--- src/design/lmsd_pkg.sv ---
// Shared types and constants for the LED matrix scan driver.
// No dependencies; the interfaces, the top level, the front end and the back end use this package.
`default_nettype none

package lmsd_pkg;

   localparam int COLOR_W = 3;

   // item opcodes
   localparam logic OP_TICK = 1'b0;
   localparam logic OP_FILL = 1'b1;

   // any color code with this bit set is transparent
   localparam int TRANSPARENT_BIT = 3;

   localparam logic [15:0] DISPLAY_TICKS_RESET = 16'd50;

   typedef struct packed {
      logic       opcode;
      logic [4:0] x;
      logic [3:0] y;
      logic [5:0] width;
      logic [4:0] height;
      logic [3:0] color;
   } req_item_type;

   typedef struct packed {
      logic       red_top;
      logic       green_top;
      logic       blue_top;
      logic       red_bottom;
      logic       green_bottom;
      logic       blue_bottom;
      logic       shift_clock;
      logic       latch_pulse;
      logic       blank;
      logic [2:0] row_address;
   } rsp_item_type;

endpackage

`default_nettype wire

--- src/design/lmsd_if.sv ---
// Valid/ready channel interfaces for the request and response items.
// Depends on lmsd_pkg for the payload types.
`default_nettype none

interface lmsd_req_if;
   logic                  valid;
   logic                  ready;
   lmsd_pkg::req_item_type data;

   modport source (output valid, output data, input ready);
   modport sink   (input valid, input data, output ready);
endinterface

interface lmsd_rsp_if;
   logic                  valid;
   logic                  ready;
   lmsd_pkg::rsp_item_type data;

   modport source (output valid, output data, input ready);
   modport sink   (input valid, input data, output ready);
endinterface

`default_nettype wire

--- src/design/led_matrix_scan_driver.sv ---
// Top level of the LED matrix scan driver: config register, front end, queue, back end.
// Depends on lmsd_pkg, lmsd_if, lmsd_front, lmsd_queue and lmsd_back.
`default_nettype none

// Drives a dual-half RGB LED panel of COLUMNS x 2*ROW_PAIRS pixels with 3-bit color.
// Each request item is either a scan tick, which yields exactly one pin word on the
// response channel, or a fill, which paints a clipped rectangle and yields nothing.
// The front end takes one item per cycle while its four-entry queue has room; ticks
// run through the back end at one per cycle while no fill is busy and the response
// channel is ready, so a steady tick stream sustains one item per clock. A fill holds
// the back end while it paints its clipped width: the frame store keeps one word per
// column, and the single write port paints every row of one column per cycle.
// Transparent or empty fills are dropped in the front end and cost nothing downstream.
// After reset the screen reads black at once: a valid bit per column stands in for
// clearing, so there is no clearing pass. Write display_ticks only while idle.
module led_matrix_scan_driver #(
   parameter int COLUMNS = 32,
   parameter int ROW_PAIRS = 8
) (
   input  logic        clock,
   input  logic        reset,
   lmsd_req_if.sink    req_chan,
   lmsd_rsp_if.source  rsp_chan,
   input  logic        csr_write_enable,
   input  logic [15:0] csr_write_data
);
   import lmsd_pkg::*;

   localparam int SCREEN_ROWS = 2 * ROW_PAIRS;
   localparam int COL_W       = $clog2(COLUMNS);
   localparam int XE_W        = $clog2(COLUMNS + 1);
   localparam int CMD_W       = 1 + COL_W + XE_W + SCREEN_ROWS + COLOR_W;
   localparam int QUEUE_DEPTH = 4;

   // lit ticks per row pair; takes effect at once
   logic [15:0] display_ticks_ff;

   // front to queue
   logic             q_push;
   logic [CMD_W-1:0] q_push_data;
   logic             q_full;

   // queue to back
   logic             q_pop;
   logic             q_head_valid;
   logic [CMD_W-1:0] q_head_data;

   always_ff @(posedge clock) begin
      if (reset) begin
         display_ticks_ff <= DISPLAY_TICKS_RESET;
      end else if (csr_write_enable) begin
         display_ticks_ff <= csr_write_data;
      end
   end

   // classify and clip; push only items that do something in the back end
   lmsd_front #(
      .COLUMNS   (COLUMNS),
      .ROW_PAIRS (ROW_PAIRS)
   ) u_front (
      .req_chan   (req_chan),
      .queue_full (q_full),
      .push       (q_push),
      .push_data  (q_push_data)
   );

   // decouple acceptance from fill and scan work
   lmsd_queue #(
      .WIDTH (CMD_W),
      .DEPTH (QUEUE_DEPTH)
   ) u_queue (
      .clock      (clock),
      .reset      (reset),
      .push       (q_push),
      .push_data  (q_push_data),
      .full       (q_full),
      .pop        (q_pop),
      .head_valid (q_head_valid),
      .head_data  (q_head_data)
   );

   // paint the frame store and sequence shift, latch and lit ticks
   lmsd_back #(
      .COLUMNS   (COLUMNS),
      .ROW_PAIRS (ROW_PAIRS)
   ) u_back (
      .clock         (clock),
      .reset         (reset),
      .display_ticks (display_ticks_ff),
      .head_valid    (q_head_valid),
      .head_data     (q_head_data),
      .pop           (q_pop),
      .rsp_chan      (rsp_chan)
   );

`ifndef SYNTHESIS
   // the front end must never push into a full queue
   a_no_overflow: assert property (@(posedge clock) disable iff (reset)
      q_push |-> !q_full)
      else $error("queue push while full");

   // the back end pops only a present item
   a_no_underflow: assert property (@(posedge clock) disable iff (reset)
      q_pop |-> q_head_valid)
      else $error("queue pop while empty");

   // color data is driven only on shift ticks
   a_dark_data: assert property (@(posedge clock) disable iff (reset)
      (rsp_chan.valid && !rsp_chan.data.shift_clock) |->
         !(rsp_chan.data.red_top || rsp_chan.data.green_top || rsp_chan.data.blue_top ||
           rsp_chan.data.red_bottom || rsp_chan.data.green_bottom ||
           rsp_chan.data.blue_bottom))
      else $error("color data on a non-shift tick");

   // a latch tick is blanked and carries no shift clock
   a_latch_blank: assert property (@(posedge clock) disable iff (reset)
      (rsp_chan.valid && rsp_chan.data.latch_pulse) |->
         (rsp_chan.data.blank && !rsp_chan.data.shift_clock))
      else $error("latch tick not blanked or shifting");
`endif

endmodule

`default_nettype wire

--- src/design/lmsd_front.sv ---
// Front end: accepts request items, clips fill rectangles and drops no-op fills.
// Depends on lmsd_pkg and lmsd_req_if; feeds lmsd_queue.
`default_nettype none

module lmsd_front #(
   parameter int COLUMNS = 32,
   parameter int ROW_PAIRS = 8,
   localparam int SCREEN_ROWS = 2 * ROW_PAIRS,
   localparam int COL_W = $clog2(COLUMNS),
   localparam int XE_W = $clog2(COLUMNS + 1),
   localparam int CMD_W = 1 + COL_W + XE_W + SCREEN_ROWS + lmsd_pkg::COLOR_W
) (
   lmsd_req_if.sink          req_chan,
   input  logic              queue_full,
   output logic              push,
   output logic [CMD_W-1:0]  push_data
);
   import lmsd_pkg::*;

   localparam int SUM_W = (XE_W > 7) ? XE_W : 7;

   typedef struct packed {
      logic                   is_fill;
      logic [COL_W-1:0]       x_start;
      logic [XE_W-1:0]        x_end;
      logic [SCREEN_ROWS-1:0] row_mask;
      logic [COLOR_W-1:0]     color;
   } cmd_type;

   cmd_type          cmd;
   logic [SUM_W-1:0] x_ext;
   logic [SUM_W-1:0] x_sum;
   logic [5:0]       y_sum;
   logic             x_on;
   logic             keep_fill;

   always_comb begin
      x_ext = SUM_W'(req_chan.data.x);
      x_sum = x_ext + SUM_W'(req_chan.data.width);
      y_sum = 6'(req_chan.data.y) + 6'(req_chan.data.height);
      x_on  = x_ext < SUM_W'(COLUMNS);

      cmd = '0;
      cmd.is_fill = (req_chan.data.opcode == OP_FILL);
      cmd.x_start = COL_W'(req_chan.data.x);
      cmd.x_end   = (x_sum > SUM_W'(COLUMNS)) ? XE_W'(COLUMNS) : XE_W'(x_sum);
      cmd.color   = req_chan.data.color[COLOR_W-1:0];
      // rows past the bottom edge simply have no mask bit
      for (int r = 0; r < SCREEN_ROWS; r++) begin
         cmd.row_mask[r] = (r >= int'(req_chan.data.y)) && (r < int'(y_sum));
      end

      keep_fill = !req_chan.data.color[TRANSPARENT_BIT] && x_on &&
                  (req_chan.data.width != 6'd0) && (cmd.row_mask != '0);
   end

   // drop fills that touch no pixel; they are still accepted
   assign req_chan.ready = !queue_full;
   assign push = req_chan.valid && !queue_full && (!cmd.is_fill || keep_fill);
   assign push_data = cmd;

endmodule

`default_nettype wire

--- src/design/lmsd_queue.sv ---
// Small register queue between the front and back ends.
// No package dependency; width and depth come from parameters.
`default_nettype none

module lmsd_queue #(
   parameter int WIDTH = 8,
   parameter int DEPTH = 4
) (
   input  logic             clock,
   input  logic             reset,
   input  logic             push,
   input  logic [WIDTH-1:0] push_data,
   output logic             full,
   input  logic             pop,
   output logic             head_valid,
   output logic [WIDTH-1:0] head_data
);
   localparam int PTR_W = (DEPTH > 1) ? $clog2(DEPTH) : 1;
   localparam int CNT_W = $clog2(DEPTH + 1);

   logic [WIDTH-1:0] slot_ff [DEPTH];
   logic [PTR_W-1:0] wr_ptr_ff, wr_ptr_in;
   logic [PTR_W-1:0] rd_ptr_ff, rd_ptr_in;
   logic [CNT_W-1:0] count_ff, count_in;
   logic             do_push, do_pop;

   assign full       = (count_ff == CNT_W'(DEPTH));
   assign head_valid = (count_ff != '0);
   assign head_data  = slot_ff[rd_ptr_ff];
   assign do_push    = push && !full;
   assign do_pop     = pop && head_valid;

   always_comb begin
      wr_ptr_in = wr_ptr_ff;
      rd_ptr_in = rd_ptr_ff;
      count_in  = count_ff;
      if (do_push) begin
         wr_ptr_in = (wr_ptr_ff == PTR_W'(DEPTH - 1)) ? '0 : wr_ptr_ff + PTR_W'(1);
      end
      if (do_pop) begin
         rd_ptr_in = (rd_ptr_ff == PTR_W'(DEPTH - 1)) ? '0 : rd_ptr_ff + PTR_W'(1);
      end
      if (do_push && !do_pop) begin
         count_in = count_ff + CNT_W'(1);
      end else if (do_pop && !do_push) begin
         count_in = count_ff - CNT_W'(1);
      end
   end

   always_ff @(posedge clock) begin
      if (reset) begin
         wr_ptr_ff <= '0;
         rd_ptr_ff <= '0;
         count_ff  <= '0;
      end else begin
         wr_ptr_ff <= wr_ptr_in;
         rd_ptr_ff <= rd_ptr_in;
         count_ff  <= count_in;
      end
   end

   always_ff @(posedge clock) begin
      if (do_push) begin
         slot_ff[wr_ptr_ff] <= push_data;
      end
   end

endmodule

`default_nettype wire

--- src/design/lmsd_back.sv ---
// Back end: frame store, column-wise fill engine, scan sequencer and output register.
// Depends on lmsd_pkg and lmsd_rsp_if; drained from lmsd_queue.
`default_nettype none

module lmsd_back #(
   parameter int COLUMNS = 32,
   parameter int ROW_PAIRS = 8,
   localparam int SCREEN_ROWS = 2 * ROW_PAIRS,
   localparam int COL_W = $clog2(COLUMNS),
   localparam int XE_W = $clog2(COLUMNS + 1),
   localparam int CMD_W = 1 + COL_W + XE_W + SCREEN_ROWS + lmsd_pkg::COLOR_W
) (
   input  logic             clock,
   input  logic             reset,
   input  logic [15:0]      display_ticks,
   input  logic             head_valid,
   input  logic [CMD_W-1:0] head_data,
   output logic             pop,
   lmsd_rsp_if.source       rsp_chan
);
   import lmsd_pkg::*;

   localparam int ROW_W  = $clog2(ROW_PAIRS);
   localparam int WORD_W = SCREEN_ROWS * COLOR_W;

   typedef struct packed {
      logic                   is_fill;
      logic [COL_W-1:0]       x_start;
      logic [XE_W-1:0]        x_end;
      logic [SCREEN_ROWS-1:0] row_mask;
      logic [COLOR_W-1:0]     color;
   } cmd_type;

   typedef enum logic [1:0] {
      PH_SHIFT,
      PH_LATCH,
      PH_LIT
   } phase_type;

   cmd_type head;
   assign head = head_data;

   // fill engine
   logic             active_ff;
   logic [COL_W-1:0] col_ff;
   logic [COL_W-1:0] fill_col;
   logic             fill_last;
   logic             fill_step;

   // frame store: one word per column holds every row of that column
   logic [WORD_W-1:0]  mem [COLUMNS];
   logic [COLUMNS-1:0] col_valid_ff;
   logic [WORD_W-1:0]  rd_word_ff;

   // scan sequencer
   phase_type        phase_ff;
   logic [COL_W-1:0] scan_col_ff;
   logic [ROW_W-1:0] row_ff;
   logic [15:0]      lit_ff;
   logic [15:0]      lit_next;

   // read stage and output register
   logic             s1_valid_ff;
   logic             s1_shift_ff;
   logic             s1_latch_ff;
   logic             s1_blank_ff;
   logic             s1_col_valid_ff;
   logic [ROW_W-1:0] s1_row_ff;
   logic             s1_move;
   logic             tick_step;
   logic             rsp_valid_ff;
   rsp_item_type     rsp_data_ff;
   logic [COLOR_W-1:0] top_px;
   logic [COLOR_W-1:0] bot_px;
   logic             show_px;

   assign fill_col  = active_ff ? col_ff : head.x_start;
   assign fill_last = (XE_W'(fill_col) + XE_W'(1)) == head.x_end;
   assign fill_step = head_valid && head.is_fill;

   assign s1_move   = !rsp_valid_ff || rsp_chan.ready;
   assign tick_step = head_valid && !head.is_fill && (!s1_valid_ff || s1_move);
   assign pop       = (fill_step && fill_last) || tick_step;

   assign lit_next  = lit_ff + 16'd1;

   always_ff @(posedge clock) begin
      if (reset) begin
         active_ff <= 1'b0;
      end else if (fill_step) begin
         active_ff <= !fill_last;
      end
   end

   always_ff @(posedge clock) begin
      if (fill_step) begin
         col_ff <= fill_col + COL_W'(1);
      end
   end

   // a column never written reads as black; its first write covers the whole word
   always_ff @(posedge clock) begin
      if (reset) begin
         col_valid_ff <= '0;
      end else if (fill_step) begin
         col_valid_ff[fill_col] <= 1'b1;
      end
   end

   always_ff @(posedge clock) begin
      if (fill_step) begin
         for (int r = 0; r < SCREEN_ROWS; r++) begin
            if (!col_valid_ff[fill_col] || head.row_mask[r]) begin
               mem[fill_col][r*COLOR_W +: COLOR_W] <= head.row_mask[r] ? head.color : '0;
            end
         end
      end
   end

   always_ff @(posedge clock) begin
      if (tick_step) begin
         rd_word_ff <= mem[scan_col_ff];
      end
   end

   always_comb begin
      top_px  = rd_word_ff[int'(s1_row_ff) * COLOR_W +: COLOR_W];
      bot_px  = rd_word_ff[(int'(s1_row_ff) + ROW_PAIRS) * COLOR_W +: COLOR_W];
      show_px = s1_shift_ff && s1_col_valid_ff;
   end

   always_ff @(posedge clock) begin
      if (reset) begin
         phase_ff     <= PH_SHIFT;
         scan_col_ff  <= '0;
         row_ff       <= '0;
         lit_ff       <= '0;
         s1_valid_ff  <= 1'b0;
         rsp_valid_ff <= 1'b0;
      end else begin
         if (tick_step) begin
            s1_valid_ff     <= 1'b1;
            s1_row_ff       <= row_ff;
            s1_col_valid_ff <= col_valid_ff[scan_col_ff];
            s1_shift_ff     <= (phase_ff == PH_SHIFT);
            s1_latch_ff     <= (phase_ff == PH_LATCH);
            s1_blank_ff     <= (phase_ff != PH_LIT);
            unique case (phase_ff)
               PH_SHIFT: begin
                  if (scan_col_ff == COL_W'(COLUMNS - 1)) begin
                     scan_col_ff <= '0;
                     phase_ff    <= PH_LATCH;
                  end else begin
                     scan_col_ff <= scan_col_ff + COL_W'(1);
                  end
               end
               PH_LATCH: begin
                  lit_ff   <= '0;
                  phase_ff <= PH_LIT;
               end
               PH_LIT: begin
                  // a zero count ends the row after one lit tick, like a count of one
                  if (lit_next >= display_ticks) begin
                     lit_ff      <= '0;
                     scan_col_ff <= '0;
                     row_ff      <= (row_ff == ROW_W'(ROW_PAIRS - 1)) ? '0 : row_ff + ROW_W'(1);
                     phase_ff    <= PH_SHIFT;
                  end else begin
                     lit_ff <= lit_next;
                  end
               end
               default: begin
                  phase_ff <= PH_SHIFT;
               end
            endcase
         end else if (s1_move) begin
            s1_valid_ff <= 1'b0;
         end

         if (s1_move) begin
            rsp_valid_ff <= s1_valid_ff;
            if (s1_valid_ff) begin
               rsp_data_ff.red_top      <= show_px && top_px[0];
               rsp_data_ff.green_top    <= show_px && top_px[1];
               rsp_data_ff.blue_top     <= show_px && top_px[2];
               rsp_data_ff.red_bottom   <= show_px && bot_px[0];
               rsp_data_ff.green_bottom <= show_px && bot_px[1];
               rsp_data_ff.blue_bottom  <= show_px && bot_px[2];
               rsp_data_ff.shift_clock  <= s1_shift_ff;
               rsp_data_ff.latch_pulse  <= s1_latch_ff;
               rsp_data_ff.blank        <= s1_blank_ff;
               rsp_data_ff.row_address  <= 3'(s1_row_ff);
            end
         end
      end
   end

   assign rsp_chan.valid = rsp_valid_ff;
   assign rsp_chan.data  = rsp_data_ff;

endmodule

`default_nettype wire
--- src/flat_wrapper.sv ---
// flat-port wrapper written by rule: the top's interface ports become plain ports
module led_matrix_scan_driver_flat import lmsd_pkg::*;
#(
   parameter int COLUMNS = 32,
   parameter int ROW_PAIRS = 8
)
  (clock, reset, csr_write_enable, csr_write_data, req_chan_valid, req_chan_data, req_chan_ready, rsp_chan_valid, rsp_chan_data, rsp_chan_ready);
  lmsd_req_if req_chan_i ();
  lmsd_rsp_if rsp_chan_i ();
  input  logic clock;
  input  logic reset;
  input  logic csr_write_enable;
  input  logic [15:0] csr_write_data;
  input wire logic [$bits(req_chan_i.valid)-1:0] req_chan_valid;
  input wire logic [$bits(req_chan_i.data)-1:0] req_chan_data;
  output wire logic [$bits(req_chan_i.ready)-1:0] req_chan_ready;
  output wire logic [$bits(rsp_chan_i.valid)-1:0] rsp_chan_valid;
  output wire logic [$bits(rsp_chan_i.data)-1:0] rsp_chan_data;
  input wire logic [$bits(rsp_chan_i.ready)-1:0] rsp_chan_ready;
  assign req_chan_i.valid = req_chan_valid;
  assign req_chan_i.data = req_chan_data;
  assign req_chan_ready = req_chan_i.ready;
  assign rsp_chan_valid = rsp_chan_i.valid;
  assign rsp_chan_data = rsp_chan_i.data;
  assign rsp_chan_i.ready = rsp_chan_ready;
  led_matrix_scan_driver #(.COLUMNS(COLUMNS), .ROW_PAIRS(ROW_PAIRS)) u_core (.clock(clock), .reset(reset), .req_chan(req_chan_i), .rsp_chan(rsp_chan_i), .csr_write_enable(csr_write_enable), .csr_write_data(csr_write_data));
endmodule
--- config.mk ---
export PLATFORM = sky130hd
export DESIGN_NAME = led_matrix_scan_driver_flat
export DESIGN_NICKNAME = d
export VERILOG_FILES = /design/src/design/lmsd_pkg.sv /design/src/design/lmsd_if.sv /design/src/design/led_matrix_scan_driver.sv /design/src/design/lmsd_front.sv /design/src/design/lmsd_queue.sv /design/src/design/lmsd_back.sv /design/src/flat_wrapper.sv
export SDC_FILE = /design/constraint.sdc
export NUM_CORES = 2
export LEC_CHECK = 0
export BUFFER_PORTS_ARGS = -buffer_cell sky130_fd_sc_hd__buf_2
export CORE_ASPECT_RATIO = 1.2
export CORE_MARGIN = 8
export CORE_UTILIZATION = 40
export CTS_BUF_LIST = sky130_fd_sc_hd__clkbuf_16
export DETAILED_ROUTE_END_ITERATION = 6
export GPL_ROUTABILITY_DRIVEN = 0
export PLACE_DENSITY_LB_ADDON = 0.08
export SYNTH_ARGS = -nofsm -noshare
export SYNTH_HDL_FRONTEND = slang
export SYNTH_SLANG_ARGS = --single-unit
--- constraint.sdc ---
create_clock -name clock -period 7.6 [get_ports clock]
set_input_delay 1.14 -clock clock [delete_from_list [all_inputs] [get_ports clock]]
set_output_delay 1.14 -clock clock [all_outputs]
set_load 0.02 [all_outputs]
==> impl_metrics.csv <==
group,metric,value,unit
run_status,status,"finished, final reports clean",
power_and_ir_drop,powerDensity,359,nW/um^2
drt,route.detailed.drc,0,
global_routing,grt_start_max_net_pins,148,
clocking,clockRootBuffer,"clkbuf_16",
timing,tightest_slew,1220,ps
place,dpl_cell_area,77000,um^2
clocking,cts_num_sinks,1818,
drt,drt-initial-drc-count,3047,
yosys,syn_inst,3853,
timing,setup_violations,0,
clocking,clk_latency,810,ps
worst_hold_path,hold_start,"u_core.u_back.row_ff[2]$_SDFFE_PP0P_",
drt,detail_route.vias_per_cell,5.54,
timing,hold_violations,0,
critical_path,reg2reg_to,"u_core.u_back.mem[22][15]$_DFFE_PP_",
yosys,netlist-cell-type-count,71,
global_routing,track_usage,0.196,
yosys,yosys.area.top_type,"edfxtp_1",
finish,fillers,15600,
place,port_buffers,59,
clocking,post-cts-setup-buffer-count,0,
clocking,hold_buffers,0,
drt,dr_total_vias,36300,
drt,wl,196000,um
worst_hold_path,hold_class,"flip-flop to flip-flop",
clocking,htreeDepth,4,
yosys,seq_area_frac_synth,0.729,
yosys,syn_area_per_cell,19.1,um^2
power_and_ir_drop,ir_drop,0.293,mV
yosys,synth_async_sr_flop_share,0,
clocking,clkTransAtPathRegs,60,ps
global_routing,grt_pass1_vias,38500,
timing,period_needed,4730,ps
finish,area_growth,12.2,%
finish,drive_gt1_frac,0.259,
floorplan,die_y,486,um
critical_path,r2r_setup_slack,2870,ps
critical_path,worst_ep_required_time,8060,ps
power_and_ir_drop,power,29.7,mW
clocking,cts_tree,"yes",
yosys,synth-seq-cells,1818,
critical_path,r2r_cells,10,
floorplan,start_util,0.403,
yosys,yosys_most_used_dff,"edfxtp_1",
finish,final_common_cell,"edfxtp_1",
drt,wl_per_cell,29.9,um
clocking,ctsResizeCount,0,
critical_path,crit_type,"flip-flop to flip-flop",
floorplan,rows,172,
timing,fmax,211,MHz
critical_path,crit_arrival,5190,ps
floorplan,core_area,183000,um^2
drt,ant_nets,0,
yosys,yosys-top-cells-area,"edfxtp_1, mux4_2, nor2_1",
yosys,yosys.area.top_type_share,0.705,
power_and_ir_drop,p_leak,26.8,nW
yosys,synth_edf_count,1732,
timing,period_share,0.622,
global_routing,gr-total-overflow,0,
critical_path,worstPathMaxFanout,32,
finish,final_area,82800,um^2
run,cap_violations,0,
critical_path,start_kind,"flip-flop",
timing,fin_skew,25.5,ps
global_routing,antenna_found_initial,12,
clocking,numCtsBuffers,182,
timing,finalSetupTns,0,ps
global_routing,grt_pass1_wl,283000,um
floorplan,die_x,408,um
timing,relSlewSlack,0.185,
clocking,cts_buffer_depth,3,
critical_path,cp-end-kind,"flip-flop",
finish,final_cell_mix,"edfxtp_1, nor2_1, mux4_2, clkbuf_16, inv_1",
critical_path,crit_end,"u_core.u_back.mem[22][15]$_DFFE_PP_",
floorplan,dieArea,198000,um^2
floorplan,io_pins,60,
place,place_hpwl,116000,um
drt,firstDrtPassIters,7,
yosys,netlist_area,73800,um^2
timing,maxSlewViolCount,0,
timing,rsz0062_at_grt,"false",
finish,final_net_count,4044,
yosys,syn-num-nets,3945,
yosys,yosys_warnings,0,
==> cell type report <==
class                           count  area (um^2)  share of cell area
Clock buffer                      190         4750              0.0574
Tap cell                         2436         3050              0.0368
Multi-Input combinational cell   1721        18900               0.228
Antenna cell                        9         22.5            0.000272
Timing Repair Buffer              161         1140              0.0137
Clock inverter                    145          958              0.0116
Sequential cell                  1818        53800               0.649
Inverter                           68          255             0.00308
==> where the power goes <==
part / switching, mW / internal (mW) / leakage, nW
logic: 5.19 / 2.83 / 7.27
registers: 0.373 / 12.7 / 16.5
clock network: 3.80 / 4.85 / 2.96
==> flip-flops by register name, indices dropped and copies added (netlist names), named ones only <==
name,cells
u_core.u_back.mem,1536
u_core.u_queue.slot_ff,124
u_core.u_back.rd_word_ff,48
u_core.u_back.col_valid_ff,32
u_core.display_ticks_ff,16
u_core.u_back.lit_ff,16
u_core.u_back.rsp_chan.data,12
u_core.u_back.col_ff,5
u_core.u_back.scan_col_ff,5
u_core.u_back.row_ff,3
u_core.u_back.s1_row_ff,3
u_core.u_queue.count_ff,3
u_core.u_back.phase_ff,2
u_core.u_queue.rd_ptr_ff,2
u_core.u_queue.wr_ptr_ff,2
u_core.u_back.active_ff,1
u_core.u_back.rsp_chan.valid,1
u_core.u_back.s1_blank_ff,1
u_core.u_back.s1_col_valid_ff,1
u_core.u_back.s1_latch_ff,1
u_core.u_back.s1_shift_ff,1
u_core.u_back.s1_valid_ff,1
==> critical path, cell delays in order, from the launching register on <==
cell and delay, ps:
dfxtp_2 330, buf_4 520, nor2_2 190, a221o_1 510, nor4_4 710, a21boi_0 320, a2111o_2 570, buf_4 450
nor3_4 140, buf_4 280, nor2_1 340
==> Yosys cell counts, drive strengths merged, types with 10 or more instances <==
master,instances
o211ai,16
mux2,50
ha,43
o21ai,49
a21oi,62
and2,61
nand3,19
edfxtp,1732
clkbuf,136
and3,12
nor2,574
xor2,11
o21a,10
nand2,66
mux4,528
a21o,14
buf,110
nor2b,20
a22o,18
mux2i,35
dfxtp,86
xnor2,18
nor3,30
inv,68
==> per-stage QoR <==
step / hold slack (ps) / setup slack, ps / util / cells
floorplan: 400 / 3020 / - / 3853
global placement: 449 / 2460 / 0.421 / 6204
detailed placement: 443 / 2380 / 0.421 / 6204
CTS: 469 / 2780 / 0.452 / 6539
global route: 470 / 2480 / 0.452 / 6540
finish: 469 / 2870 / 0.452 / 6548
==> cell families after synthesis <==
| logic type | after synthesis | synth area share |
|---|---|---|
| flops | 1818 | 0.729 |
| mux | 613 | 0.174 |
| fa+ha+maj | 46 | 0.00811 |
| xor+xnor | 30 | 0.00375 |
| simple gates | 819 | 0.0495 |
| compound gates | 213 | 0.0188 |
| buf+inv | 314 | 0.0177 |
==> layer usage <==
metal / global-route usage / vias to the layer above / routed length (um)
met2: 0.344 / 956 / 102000
met3: 0.0311 / 254 / 9560
met4: 0.0476 / 0 / 4310
met5: 0 / - / 0
met1: 0.256 / 19500 / 80300
li1: - / 15600 / -
==> how the worst min path moves through the flow <==
stage,endpoint,slack [ps],cells past startpoint
detailed placement,u_core.u_back.s1_row_ff[2]$_DFFE_PP_,440,0
floorplan,u_core.u_back.rsp_chan.data[3]$_DFFE_PP_,400,0
finish,u_core.u_back.s1_row_ff[2]$_DFFE_PP_,470,0
CTS,u_core.u_back.s1_row_ff[2]$_DFFE_PP_,470,0
global route,u_core.u_back.s1_row_ff[2]$_DFFE_PP_,470,0
global placement,u_core.u_back.s1_row_ff[2]$_DFFE_PP_,450,0
Note: power is estimated with default switching activity, not from simulation.
